### config.mk
export PLATFORM = sky130hd
export DESIGN_NAME = lhp_cell
export DESIGN_NICKNAME = d
export VERILOG_FILES = /design/src/lhp_pkg.sv /design/src/lhp_cell.sv
export SDC_FILE = /design/constraint.sdc
export NUM_CORES = 1
export LEC_CHECK = 0
export BUFFER_PORTS_ARGS = -buffer_cell sky130_fd_sc_hd__buf_2
export CORE_MARGIN = 2
export CORE_UTILIZATION = 54
export DETAILED_ROUTE_END_ITERATION = 16
export GPL_ROUTABILITY_DRIVEN = 0
export PLACE_DENSITY = 0.78
export SLEW_MARGIN = 25
export SYNTH_ARGS = -nofsm -noshare
export SYNTH_HDL_FRONTEND = slang
export SYNTH_SLANG_ARGS = --single-unit
export TNS_END_PERCENT = 1
### constraint.sdc
create_clock -name i_clk -period 7.5 [get_ports i_clk]
set_clock_uncertainty 0.05 [all_clocks]
set_input_delay 1.5 -clock i_clk [delete_from_list [all_inputs] [get_ports i_clk]]
set_output_delay 1.5 -clock i_clk [all_outputs]
set_load 0.01 [all_outputs]
### src/lhp_pkg.sv
`default_nettype none
package lhp_pkg;

    localparam int NUM_BUCKETS = 23;
    localparam int IDX_W       = 5;
    localparam int ACC_W       = 38;
    localparam int TGT_W       = 33;
    localparam logic [IDX_W-1:0] LAST_IDX = IDX_W'(NUM_BUCKETS - 1);

    typedef struct packed {
        logic             vld;
        logic             found;
        logic [IDX_W-1:0] idx;
        logic [ACC_W-1:0] acc;
    } t_walk;

    typedef enum logic [3:0] {
        S_IDLE = 4'b0001,
        S_MUL  = 4'b0010,
        S_WALK = 4'b0100,
        S_DONE = 4'b1000
    } t_state;

    function automatic logic [31:0] bucket_bound(input logic [IDX_W-1:0] idx);
        logic [31:0] b;
        case (idx)
            5'd0:    b = 32'd10;
            5'd1:    b = 32'd20;
            5'd2:    b = 32'd30;
            5'd3:    b = 32'd40;
            5'd4:    b = 32'd50;
            5'd5:    b = 32'd60;
            5'd6:    b = 32'd70;
            5'd7:    b = 32'd80;
            5'd8:    b = 32'd90;
            5'd9:    b = 32'd100;
            5'd10:   b = 32'd200;
            5'd11:   b = 32'd300;
            5'd12:   b = 32'd400;
            5'd13:   b = 32'd500;
            5'd14:   b = 32'd600;
            5'd15:   b = 32'd700;
            5'd16:   b = 32'd800;
            5'd17:   b = 32'd900;
            5'd18:   b = 32'd1000;
            5'd19:   b = 32'd2000;
            5'd20:   b = 32'd5000;
            5'd21:   b = 32'd10000;
            default: b = 32'hFFFF_FFFF;
        endcase
        return b;
    endfunction

endpackage
`default_nettype wire

### src/lhp_cell.sv
`default_nettype none
module lhp_cell (
    input  wire logic                      i_clk,
    input  wire logic                      i_rst_n,
    input  wire logic [lhp_pkg::IDX_W-1:0] i_idx,
    input  wire logic                      i_rec,
    input  wire logic [31:0]               i_latency_ns,
    input  wire logic [lhp_pkg::TGT_W-1:0] i_target,
    input  wire lhp_pkg::t_walk            i_walk,
    output lhp_pkg::t_walk                 o_walk
);
    import lhp_pkg::*;

    logic [31:0]      r_count;
    logic [31:0]      n_count;
    t_walk            r_walk;
    t_walk            n_walk;
    logic             hit;
    logic             above_lo;
    logic             below_hi;
    logic [ACC_W-1:0] acc_sum;

    assign above_lo = (i_idx == '0) || (i_latency_ns > bucket_bound(i_idx - IDX_W'(1)));
    assign below_hi = (i_idx == LAST_IDX) || (i_latency_ns <= bucket_bound(i_idx));
    assign hit      = i_rec && above_lo && below_hi;
    assign acc_sum  = i_walk.acc + ACC_W'(r_count);

    always_comb begin
        n_count = r_count;
        if (hit && r_count != 32'hFFFF_FFFF) begin
            n_count = r_count + 32'd1;
        end
        n_walk     = i_walk;
        n_walk.acc = acc_sum;
        if (!i_walk.found && acc_sum >= ACC_W'(i_target)) begin
            n_walk.found = 1'b1;
            n_walk.idx   = i_idx;
        end
    end

    always_ff @(posedge i_clk) begin
        if (!i_rst_n) begin
            r_count    <= '0;
            r_walk.vld <= 1'b0;
        end else begin
            r_count    <= n_count;
            r_walk.vld <= n_walk.vld;
        end
        r_walk.found <= n_walk.found;
        r_walk.idx   <= n_walk.idx;
        r_walk.acc   <= n_walk.acc;
    end

    assign o_walk = r_walk;

endmodule
`default_nettype wire

[Word-level counts from Yosys, hierarchy flattened]
Memory sizes are Yosys's and may differ from the RTL's.
Index checks and enable logic that the tools add are counted.
Operators by class
  reductions and logical operators: 8
  eq/ne operators: 2
  $add $sub $neg: 3
  multiplexer cells: 1
  magnitude comparators: 3
Operators by type and width (number)
  adder 38 x 32 -> 38 bit: 1
  greater-or-equal comparator 38 x 33 -> 1 bit: 1
  adder 32 x 1 -> 32 bit, second input constant: 1
  greater-than comparator 32 bit: 1
  less-or-equal comparator 32 bit: 1
  != test 32 bit, second input constant: 1
  == test 5 bit, second input constant: 1
  zero test 5 bit: 1
  two-way mux 5 bit: 1
  subtractor 5 x 1 -> 5 bit, second input constant: 1
  logical AND 1 bit: 4
  logical OR 1 bit: 2
  zero test 1 bit: 1
Storage, ports and cells
  ROM bits: 2048
  output and inout port bits: 45
  logic and storage cells: 24
  input bits: 118
  flip-flop bits (word level): 77
  memories kept: 2
Memory list
  (no name shown): words 32, bits a word 32, read ports 1, clocked after Yosys merged registers in 0, write ports 0, RTL line lhp_pkg.sv:26  | case (idx)
  (no name shown): words 32, bits a word 32, read ports 1, clocked after Yosys merged registers in 0, write ports 0, RTL line lhp_pkg.sv:26

[Longest topological paths before layout]
Gate-level depths: netlist of the first run.
An unclocked memory read counts as a cell.
  depth after elaboration: 7
  mapped depth: 22

[Worst setup path before layout of the first run]
Ideal clock, no wire load.
  path kind: input port to flip-flop
  start: input i_walk[8] (netlist name)
  end: register r_walk (netlist bit o_walk[38])
  slack: 1807 ps
  stages on the path: 21
  data arrival time: 5521 ps
  path buffers: 1
  cells stage by stage: ha_1 > clkbuf_1 > nand4_1 > or4_1 > a21o_1 > a2111oi_4 > nor2_2 > o21ai_0 > a21o_1 > a21oi_1 > xnor2_1 > ha_1 > and4_1 > nor3_1 > o21ai_0 > a21oi_1 > o2111ai_1 > a21oi_1 > o311a_2 > a21oi_4 > mux2_4
RTL lines
  start, declared: RTL line lhp_cell.sv:9  | input wire lhp_pkg::t_walk i_walk,
  end, declared: RTL line lhp_cell.sv:16  | t_walk r_walk;

[Worst setup path after layout of the first run]
  start: input i_idx[1] (netlist name)
  end: register r_count[22]
Between the ends
  longest elaborated chain between the ends: 7
  elaborated cells on any way between the ends: 12
  classes of those cells: add/sub: 1; order compare: 2; eq/ne: 1; reduce/logical: 6; memory: 2
RTL lines
  start, declared: RTL line lhp_cell.sv:5  | input wire logic [lhp_pkg::IDX_W-1:0] i_idx,
  subtractor 5 x 1 -> 5 bit: RTL line lhp_cell.sv:23  | assign above_lo = (i_idx == '0) || (i_latency_ns > bucket_bound(i_idx - IDX_W'(1)));
  memory read (32 x 32 bit)
  greater-than comparator 32 bit: RTL line lhp_cell.sv:23
  logical OR 1 bit: RTL line lhp_cell.sv:23
  logical AND 1 bit: RTL line lhp_cell.sv:25  | assign hit = i_rec && above_lo && below_hi;
  logical AND 1 bit *: RTL line lhp_cell.sv:25
  logical AND 1 bit *: RTL line lhp_cell.sv:30  | if (hit && r_count != 32'hFFFF_FFFF) begin
  end signal, assigned: RTL line lhp_cell.sv:46  | r_count <= n_count;
  end, declared: RTL line lhp_cell.sv:14  | logic [31:0] r_count;
Mark *: on every way between the ends. The rest lies on a longest branch, timed or not.
A chain may end at the register's enable or synchronous reset.

==> results_dict.tcl, run 1 <==
set metrics [dict create \
    outcome "completed" \
    clk_pin_slew_ns 0.06 \
    ys_seq_area_share_pct 20.0 \
    synthSimpleGateAreaFrac_pct 21.6 \
    dpl_cell_area_um2 8650 \
    cts_buffer_depth 2 \
    hpwl_um 15900 \
    p_sw_share_pct 31.2 \
    synth_area_um2 7710 \
    critPathLaunch "i_idx[1]" \
    dp_cells 1286 \
    die_y_um 124 \
    clock_latency_ns 0.34 \
    rsz0062_at_grt "false" \
    start_util_pct 55.4 \
    min_from "r_count[14]$_SDFFE_PN0P_" \
    fmaxAchievable_mhz 154 \
    worstMarginPinSlew_ns 0.971 \
    r2r-start "r_count[0]$_SDFFE_PN0P_" \
    drt_first_pass_iters 5 \
    leakagePower_uw 0.00422 \
    finalSetupViolCount 0 \
    async_reset_ff_share_pct 0 \
    ys_warn_count 0 \
    drc 0 \
    muxShareOfSynthArea_pct 2.66 \
    drive_above_1_share_pct 18.3 \
    fin_tns_setup_ns 0 \
    grt_pass1_vias 6864 \
    die_x_um 124 \
    rows 43 \
    core-area_um2 13900 \
    worst_slack_ns 1.00 \
    ctsResizeCount 0 \
    routedWlPerCell_um 15.0 \
    ys_ff_latch 77 \
    routed_wl_um 19500 \
    p_switching_uw 376 \
    hold_buffers 0 \
    cts_tree "yes" \
    initialDrtViolationCount 578 \
    hp-class "reg -> reg" \
    seqPwrFrac_pct 35.7 \
    cp_max_fo 29 \
    fin_crit_ns 6.50 \
    cts-buffers-inserted 9 \
    postCtsSetupBuffers 0 \
    final_cell_count_no_fill 1301 \
    antenna_found_initial 0 \
    synth_area_per_cell_um2 7.90 \
    synth_fa_ha_area_share_pct 22.6 \
    synthToLayoutAreaGrowth_pct 15.8 \
    dp_slack_ns 0.744 \
    critical_path_class "in -> reg" \
    critPathLaunchType "input port" \
    portBuffers 162 \
    fin_util_pct 64.1 \
    endpoint_kind "flip-flop" \
    cts.sinks 77 \
    syn_inst 977 \
    worstPathRequired_ns 7.68 \
    synth_compound_area_share_pct 22.8 \
    cell_internal_pwr_uw 830 \
    layout.nets 1374 \
    slew_viol_final 0 \
    grt_max_degree 33 \
    ant_nets 0 \
    grt_remaining_overflow 0 \
    htreeDepth 3 \
    vias 7683 \
    hold_viol_final 0 \
    num_antenna_cells 0 \
    design_area_um2 8930 \
    synth-xor-area-share_pct 5.00 \
    ys_types 66 \
    syn_nets 1234 \
    maxCapViolCount 0 \
    fin_crit_sh_pct 86.7 \
    power_frac_clock_pct 34.7 \
    ys.flop_type "dfxtp_1" \
    max_slew_margin_pct 35.2 \
    die_area_um2 15300 \
    io_pins 163 \
    grt_pass1_wl_um 31500 \
    p_per_area_nw_per_um2 135 \
    via_per_inst 5.91 \
    cp_data_arrival_time_ns 6.68 \
    synth_edf_count 0 \
    grtUsageTotal_pct 25.5 \
    synth_top_family_by_area "compound AO/OA/AOI/OAI gates" \
    ir_worst_vdd_uv 133 \
    ctsRootBufferMaster "clkbuf_16" \
    combPwrFrac_pct 29.7 \
]
-- through the flow --
step	power (uW)	hold slack, ns
after floorplan	679	0.414
after global placement	785	0.434
after detailed placement	793	0.442
after CTS	1210	0.465
after global routing	1280	0.502
final	1210	0.461
-- area by class of cell --
cell class	count	area (um^2)
well taps	180	225
clock buffers	10	229
clock inverters	5	52.6
inverters	71	267
multi-input cells	791	5770
flip-flops and latches	77	1540
fillers	1256	5000
repair buffers	167	848
-- kinds of logic (layout without fill, tap and decap cells) --
group	Yosys count	count (layout)
compound gates	274	274
xor+xnor	44	44
fa+ha+maj	139	139
buf+inv	109	253
flops	77	77
mux	18	18
simple gates	316	316
-- cell usage in the layout (no fill, tap or decap), types with 4 or more instances in the layout --
cell type | Yosys | routed
or4_1 | 11 | 11
and3_1 | 10 | 10
ha_1 | 138 | 138
nor2b_1 | 8 | 8
o211ai_1 | 15 | 15
buf_2 | 2 | 162
mux2_4 | 5 | 5
nor3_1 | 18 | 18
clkbuf_16 | 0 | 9
nor4b_1 | 8 | 8
a31oi_1 | 10 | 10
dfxtp_1 | 77 | 77
o31ai_1 | 13 | 13
and4_1 | 5 | 5
or3_1 | 9 | 9
mux2i_1 | 13 | 13
and2_1 | 6 | 6
a21oi_1 | 97 | 97
o311ai_0 | 4 | 4
nand4_1 | 42 | 42
or2_2 | 5 | 5
xor2_1 | 10 | 10
nor2_1 | 43 | 42
o21ai_0 | 46 | 46
inv_1 | 68 | 68
buf_4 | 0 | 5
xnor2_1 | 34 | 34
a21o_1 | 41 | 41
o21a_1 | 10 | 10
o22ai_1 | 5 | 5
nand2_1 | 84 | 84
nor4_1 | 13 | 13
nand2b_1 | 17 | 17
nand3_1 | 28 | 28
-- power groups by stage --
stage,registers [uW],clock network (uW),logic (uW)
after floorplan,447,0,231
after global placement,439,0,346
after CTS,430,424,356
after global routing,432,444,404
after detailed placement,439,0,354
final,430,418,358
-- cells in the mapped netlist, drive strengths merged (6+ instances only) --
library cell	number	area share [%]
nand3	28	1.8
and3	10	0.81
nand2b	17	1.4
o21a	10	0.97
xnor2	34	3.9
o31ai	13	1.3
nand4	42	3.4
nor3	19	1.3
inv	69	3.4
nand2	85	4.2
o211ai	15	1.5
nor4	13	1.1
and2	6	0.49
dfxtp	77	20
mux2i	13	1.7
ha	138	22
or4	11	1.1
xor2	10	1.1
nor2b	8	0.65
or3	10	0.83
nor4b	8	0.91
a21oi	98	6.5
a31oi	10	0.81
o21ai	46	3.0
nor2	44	2.2
a21o	41	4.0
clkbuf	36	1.8
-- routing by layer --
layer	track usage [%]	vias to the layer above	part of all wire, %
met1	34.4	3445	47
met3	2.77	34	5.8
met2	42.2	285	45
li1	-	3919	-
met5	0	-	0
met4	8.81	0	2.3
-- registers in the layout, indices dropped and copies added, names as in the netlist --
name / flops
r_count: 32
o_walk: 45
-- critical path, cell delays in order --
cell and delay [ns]:
buf_2 0.18, inv_1 0.19, ha_1 0.31, inv_1 0.12
ha_1 0.54, nand2b_1 0.18, a21oi_1 0.22, inv_1 0.33
ha_1 0.43, a21o_1 0.18, a21o_1 0.17, a21oi_1 0.20
o21ai_0 0.12, a2111oi_0 0.43, a211oi_1 0.20, nor2_2 0.77
buf_4 0.38, nor4_1 0.08, o21a_1 0.17
-- final timing paths --
path                                                  to  slack (ns)  cells after the start
worst max-delay path            r_count[22]$_SDFFE_PN0P_         1.0                     19
worst min-delay path            r_count[14]$_SDFFE_PN0P_        0.46                      2
worst max register to register        o_walk[40]$_DFF_P_        1.88                     21
worst min register to register  r_count[14]$_SDFFE_PN0P_        0.46                      2
(Power assumes the default switching activity.)
==> inputs of run 2 (changes only) <==
--- a/config.mk
+++ b/config.mk
@@ -10,7 +10,8 @@
 export CORE_UTILIZATION = 54
 export DETAILED_ROUTE_END_ITERATION = 16
 export GPL_ROUTABILITY_DRIVEN = 0
-export PLACE_DENSITY = 0.78
+export PLACE_DENSITY = 0.79
+export RECOVER_POWER = 100
 export SLEW_MARGIN = 25
 export SYNTH_ARGS = -nofsm -noshare
 export SYNTH_HDL_FRONTEND = slang
==> run 2 against run 1 <==
Compared with the run above: critical path depth up 2; final cell count about the same; sequential cell count unchanged; largest power group is now the clock network; highest routed layer unchanged; via count up 0.83%; sequential power about the same; sequential share of layout area up 0.15 points.
==> results_dict.tcl, run 2 (synthesis results as in run 1) <==
set metrics [dict create \
    area.sequential_um2 1540 \
    hold_buffers 0 \
    postCtsSetupBuffers 0 \
    rr_worst_depth 22 \
    ctsRootBufferMaster "clkbuf_16" \
    rsz0062_at_grt "false" \
    antenna_found_initial 0 \
    drt_first_pass_iters 6 \
    ant_nets 0 \
    clock_latency_ns 0.34 \
    maxCapViolCount 0 \
    grt_pass1_wl_um 31600 \
    use_met1_pct 34.2 \
    grt_pass1_vias 6857 \
    rows 43 \
    p_per_area_nw_per_um2 138 \
    grt_remaining_overflow 0 \
    core-area_um2 13900 \
    fin_crit_sh_pct 88.2 \
    grtUsageTotal_pct 25.5 \
    via_per_inst 5.96 \
    cts.sinks 77 \
    cp_data_arrival_time_ns 6.80 \
    layout_commonest_cell "ha_1" \
    cts_buffer_depth 2 \
    hpwl_um 16100 \
    cp_max_fo 8 \
    finalSetupViolCount 0 \
    worstMarginPinSlew_ns 1.39 \
    fillers 1266 \
    fmaxAchievable_mhz 151 \
    hold_viol_final 0 \
    final_cell_mix "ha_1 (138), buf_2 (113), a21oi_1 (98)" \
    grt_max_degree 33 \
    fin_tns_setup_ns 0 \
    die_x_um 124 \
    htreeDepth 3 \
    hp-class "reg -> reg" \
    synthToLayoutAreaGrowth_pct 14.8 \
    grt_use_met3_pct 3.32 \
    num_antenna_cells 0 \
    fin_crit_ns 6.62 \
    die_y_um 124 \
    outcome "completed" \
    drc 0 \
    endpoint_kind "flip-flop" \
    cts-buffers-inserted 9 \
    largest_reg_flops 45 \
    layout.nets 1372 \
    critPathLaunchType "input port" \
    multi_input_area_um2 5750 \
    routed_wl_um 20100 \
    initialDrtViolationCount 595 \
    max_slew_margin_pct 7.59 \
    hold_ws_ns 0.465 \
    portBuffers 162 \
    slew_viol_final 0 \
    hold_depth 2 \
    clk_pin_slew_ns 0.06 \
    critical_path_class "in -> reg" \
    routedWlPerCell_um 15.4 \
    io_pins 163 \
    worstPathRequired_ns 7.68 \
    leakagePower_uw 0.00409 \
    vias 7747 \
    use_met2_pct 42.2 \
    drive_above_1_share_pct 13.7 \
    ir_worst_vdd_uv 108 \
    die_area_um2 15300 \
    cts_tree "yes" \
    ctsResizeCount 0 \
    start_util_pct 55.4 \
    top_usage_layer "met2" \
]
-- run 2: cell types whose count changed in the layout (fill, tap and decap cells not counted), moves of 2 or more --
cell      change
buf_4         -2
clkbuf_1     +48
clkinv_4      +3
buf_2        -49
-- run 2: cell type report --
type                    instances  area share [%]
well taps                     180            2.54
flip-flops and latches         77            17.4
repair buffers                165            8.72
clock inverters                 7           0.848
inverters                      71            3.01
multi-input cells             791            64.9
clock buffers                   9            2.54
-- run 2: final timing paths --
check                      startpoint                        to  slack (ns)
max reg2reg   r_count[0]$_SDFFE_PN0P_        o_walk[40]$_DFF_P_        1.72
min          r_count[28]$_SDFFE_PN0P_  r_count[28]$_SDFFE_PN0P_        0.47
max                        i_walk[13]        o_walk[40]$_DFF_P_        0.88
min reg2reg  r_count[28]$_SDFFE_PN0P_  r_count[28]$_SDFFE_PN0P_        0.47
-- run 2: layer usage --
metal / wire length, um / share of wire, %
met5: 0 / 0
met2: 9220 / 46
met4: 410 / 2.0
met3: 1330 / 6.6
met1: 9100 / 45
-- run 2: critical path, cell delays in order --
cell       delay [ns]
clkbuf_1         0.10
ha_1             0.44
nand2_1          0.13
or4_1            0.52
a21o_1           0.23
a2111oi_4        0.40
nor2_1           0.15
o21ai_0          0.38
a21o_1           0.18
a21oi_1          0.07
xnor2_1          0.15
ha_1             0.37
and4_1           0.21
nor3_1           0.06
o21ai_0          0.17
a21oi_1          0.12
o2111ai_1        0.36
a21oi_1          0.14
o311a_2          0.17
a21oi_1          0.53
mux2_2           0.40
-- run 2: where the power goes --
group	leakage [uW]	internal, uW	switching, uW
Clock	0.000150	259	178
Combinational	0.00331	146	209
Sequential	0.000637	425	5.71
Total	0.00409	831	392
-- run 2: through the flow --
step                      area [um^2]  power [uW]  setup WS, ns  utilization [%]  instances
final                            8860        1220         0.882             63.6       1300
after global routing             8860        1290         0.458             63.6       1300
after CTS                        8940        1230          1.18             64.1       1300
after detailed placement         8640         794         0.836             62.0       1284
after global placement           8640         784         0.912             62.0       1284
after floorplan                  7710         679          1.81                -        977
==> inputs of run 3 (changes only) <==
--- a/config.mk
+++ b/config.mk
@@ -6,7 +6,6 @@
 export NUM_CORES = 1
 export LEC_CHECK = 0
 export BUFFER_PORTS_ARGS = -buffer_cell sky130_fd_sc_hd__buf_2
-export CORE_MARGIN = 2
 export CORE_UTILIZATION = 54
 export DETAILED_ROUTE_END_ITERATION = 16
 export GPL_ROUTABILITY_DRIVEN = 0
==> run 3 against run 2 <==
Compared with the run above: wire length decreased by 2.8%; first-iteration DRC count shrank 11%; total power grew 3.4%; maximum frequency down 0.47%.
==> results_dict.tcl, run 3 (synthesis results as in run 1) <==
set metrics [dict create \
    routedWlPerCell_um 15.0 \
    p_sw_share_pct 30.3 \
    cell_internal_pwr_uw 881 \
    die_x_um 122 \
    worstPathRequired_ns 7.68 \
    cts_tree "yes" \
    ctsResizeCount 0 \
    postCtsSetupBuffers 0 \
    largest_reg_flops 45 \
    rows 43 \
    core-area_um2 13900 \
    cts-buffers-inserted 9 \
    max_slew_margin_pct 6.23 \
    cpMaxStageDelayCell "a21oi_1" \
    hpwl_um 15600 \
    ctsRootBufferMaster "clkbuf_16" \
    ir_worst_vdd_uv 98.0 \
    outcome "completed" \
    seqPwrFrac_pct 34.1 \
    power_frac_clock_pct 38.0 \
    maxCapViolCount 0 \
    dp_slack_ns 0.825 \
    cpMostUsedCell "a21oi_1" \
    clk_pin_slew_ns 0.06 \
    start_util_pct 55.4 \
    via_per_inst 5.96 \
    num_antenna_cells 0 \
    critical_path_class "in -> reg" \
    hp-class "reg -> reg" \
    fin_tns_setup_ns 0 \
    layout.nets 1374 \
    cp_data_arrival_time_ns 6.83 \
    path_cells "clkbuf_1 -> ha_1 -> nand2_1 -> or4_1 -> a21o_1 -> a2111oi_4 -> nor2_1 -> o21ai_0 -> a21o_1 -> a21oi_1 -> xnor2_1 -> ha_1 -> and4_1 -> nor3_1 -> o21ai_0 -> a21oi_1 -> o2111ai_1 -> a21oi_1 -> o311a_2 -> a21oi_1 -> mux2_4" \
    fillers 1230 \
    fmaxAchievable_mhz 150 \
    combPwrFrac_pct 28.0 \
    crit_family "compound AO/OA/AOI/OAI gates" \
    htreeDepth 3 \
    final_cell_mix "ha_1 (138), buf_2 (114), a21oi_1 (98)" \
    slowest_delay_ns 0.56 \
    grt_pass1_vias 6851 \
    worstMarginPinSlew_ns 1.41 \
    fin_crit_ns 6.65 \
    leakagePower_uw 0.00410 \
    routed_wl_um 19500 \
    antenna_found_initial 0 \
    grt_remaining_overflow 0 \
    synthToLayoutAreaGrowth_pct 15.4 \
    grt_pass1_wl_um 31600 \
    vias 7765 \
    hold_viol_final 0 \
    clock_latency_ns 0.34 \
    ant_nets 0 \
    p_switching_uw 383 \
    cp_max_fo 8 \
    grtUsageTotal_pct 26.4 \
    hold_buffers 0 \
    worst_slack_ns 0.851 \
    portBuffers 162 \
    rsz0062_at_grt "false" \
    drive_above_1_share_pct 13.9 \
    cts_buffer_depth 2 \
    p_per_area_nw_per_um2 142 \
    cts.sinks 77 \
    die_y_um 122 \
    drc 0 \
    worst-path-buf-inv 1 \
    initialDrtViolationCount 530 \
    slew_viol_final 0 \
    layout_commonest_cell "ha_1" \
    critPathLaunchType "input port" \
    endpoint_kind "flip-flop" \
    die_area_um2 14800 \
    io_pins 163 \
    fin_crit_sh_pct 88.6 \
    grt_max_degree 33 \
    drt_first_pass_iters 6 \
    finalSetupViolCount 0 \
]
-- run 3: cell types whose count changed in the layout (fill, tap and decap cells not counted), sizes merged --
| cell | delta |
|---|---|
| clkinv | -5 |
| inv | -1 |
| clkbuf | +1 |
| buf | +3 |
| bufinv | +1 |
| clkinvlp | +3 |
-- run 3: final cells by class --
type                    count  area (um^2)  area share [%]
clock buffers              11          253            2.84
clock inverters             5         82.6           0.927
inverters                  71          267            2.99
multi-input cells         791         5750            64.5
flip-flops and latches     77         1540            17.3
well taps                 180          225            2.53
repair buffers            167          788            8.85
-- run 3: worst reg2reg max path, cell delays in order (launching register included) --
cell	delay, ns
dfxtp_1	0.35
ha_1	0.44
nand2_1	0.14
or4_1	0.54
a21o_1	0.24
a2111oi_4	0.41
nor2_1	0.16
o21ai_0	0.38
a21o_1	0.17
a21oi_1	0.07
xnor2_1	0.16
ha_1	0.33
and4_1	0.27
nor3_1	0.08
o21ai_0	0.18
a21oi_1	0.12
o2111ai_1	0.33
a21oi_1	0.14
o311a_2	0.17
a21oi_1	0.56
mux2_4	0.35
-- run 3: path summary, 6_finish.rpt --
path / slack, ns / to / cells after the start / startpoint
worst max-delay path: 0.85 / o_walk[39]$_DFF_P_ / 21 / i_walk[14]
worst min-delay path: 0.46 / r_count[28]$_SDFFE_PN0P_ / 2 / r_count[28]$_SDFFE_PN0P_
worst max register to register: 1.74 / o_walk[39]$_DFF_P_ / 20 / r_count[13]$_SDFFE_PN0P_
worst min register to register: 0.46 / r_count[28]$_SDFFE_PN0P_ / 2 / r_count[28]$_SDFFE_PN0P_
-- run 3: per-stage QoR --
step	instances	hold WS (ns)	power (uW)	util, %	instance area [um^2]
after CTS	1302	0.462	1270	64.5	8990
final	1302	0.463	1260	63.9	8900
after global placement	1286	0.440	784	62.1	8650
after detailed placement	1286	0.453	792	62.1	8650
after global routing	1302	0.500	1330	63.9	8900
after floorplan	977	0.414	679	-	7710
-- run 3: per-layer routing --
layer	vias to the layer above	part of all wire [%]	GRT usage, %
met3	38	6.4	3.20
met2	295	45	42.0
met1	3516	46	35.4
li1	3916	-	-
met4	0	2.5	12.4
met5	-	0	0
-- run 3: power groups by stage --
stage          logic [uW]  registers (uW)  clock network [uW]
2_1_floorplan         231             447                   0
3_3_place_gp          346             439                   0
3_5_place_dp          353             439                   0
4_1_cts               356             430                 488
5_1_grt               398             432                 502
6_report              354             431                 480
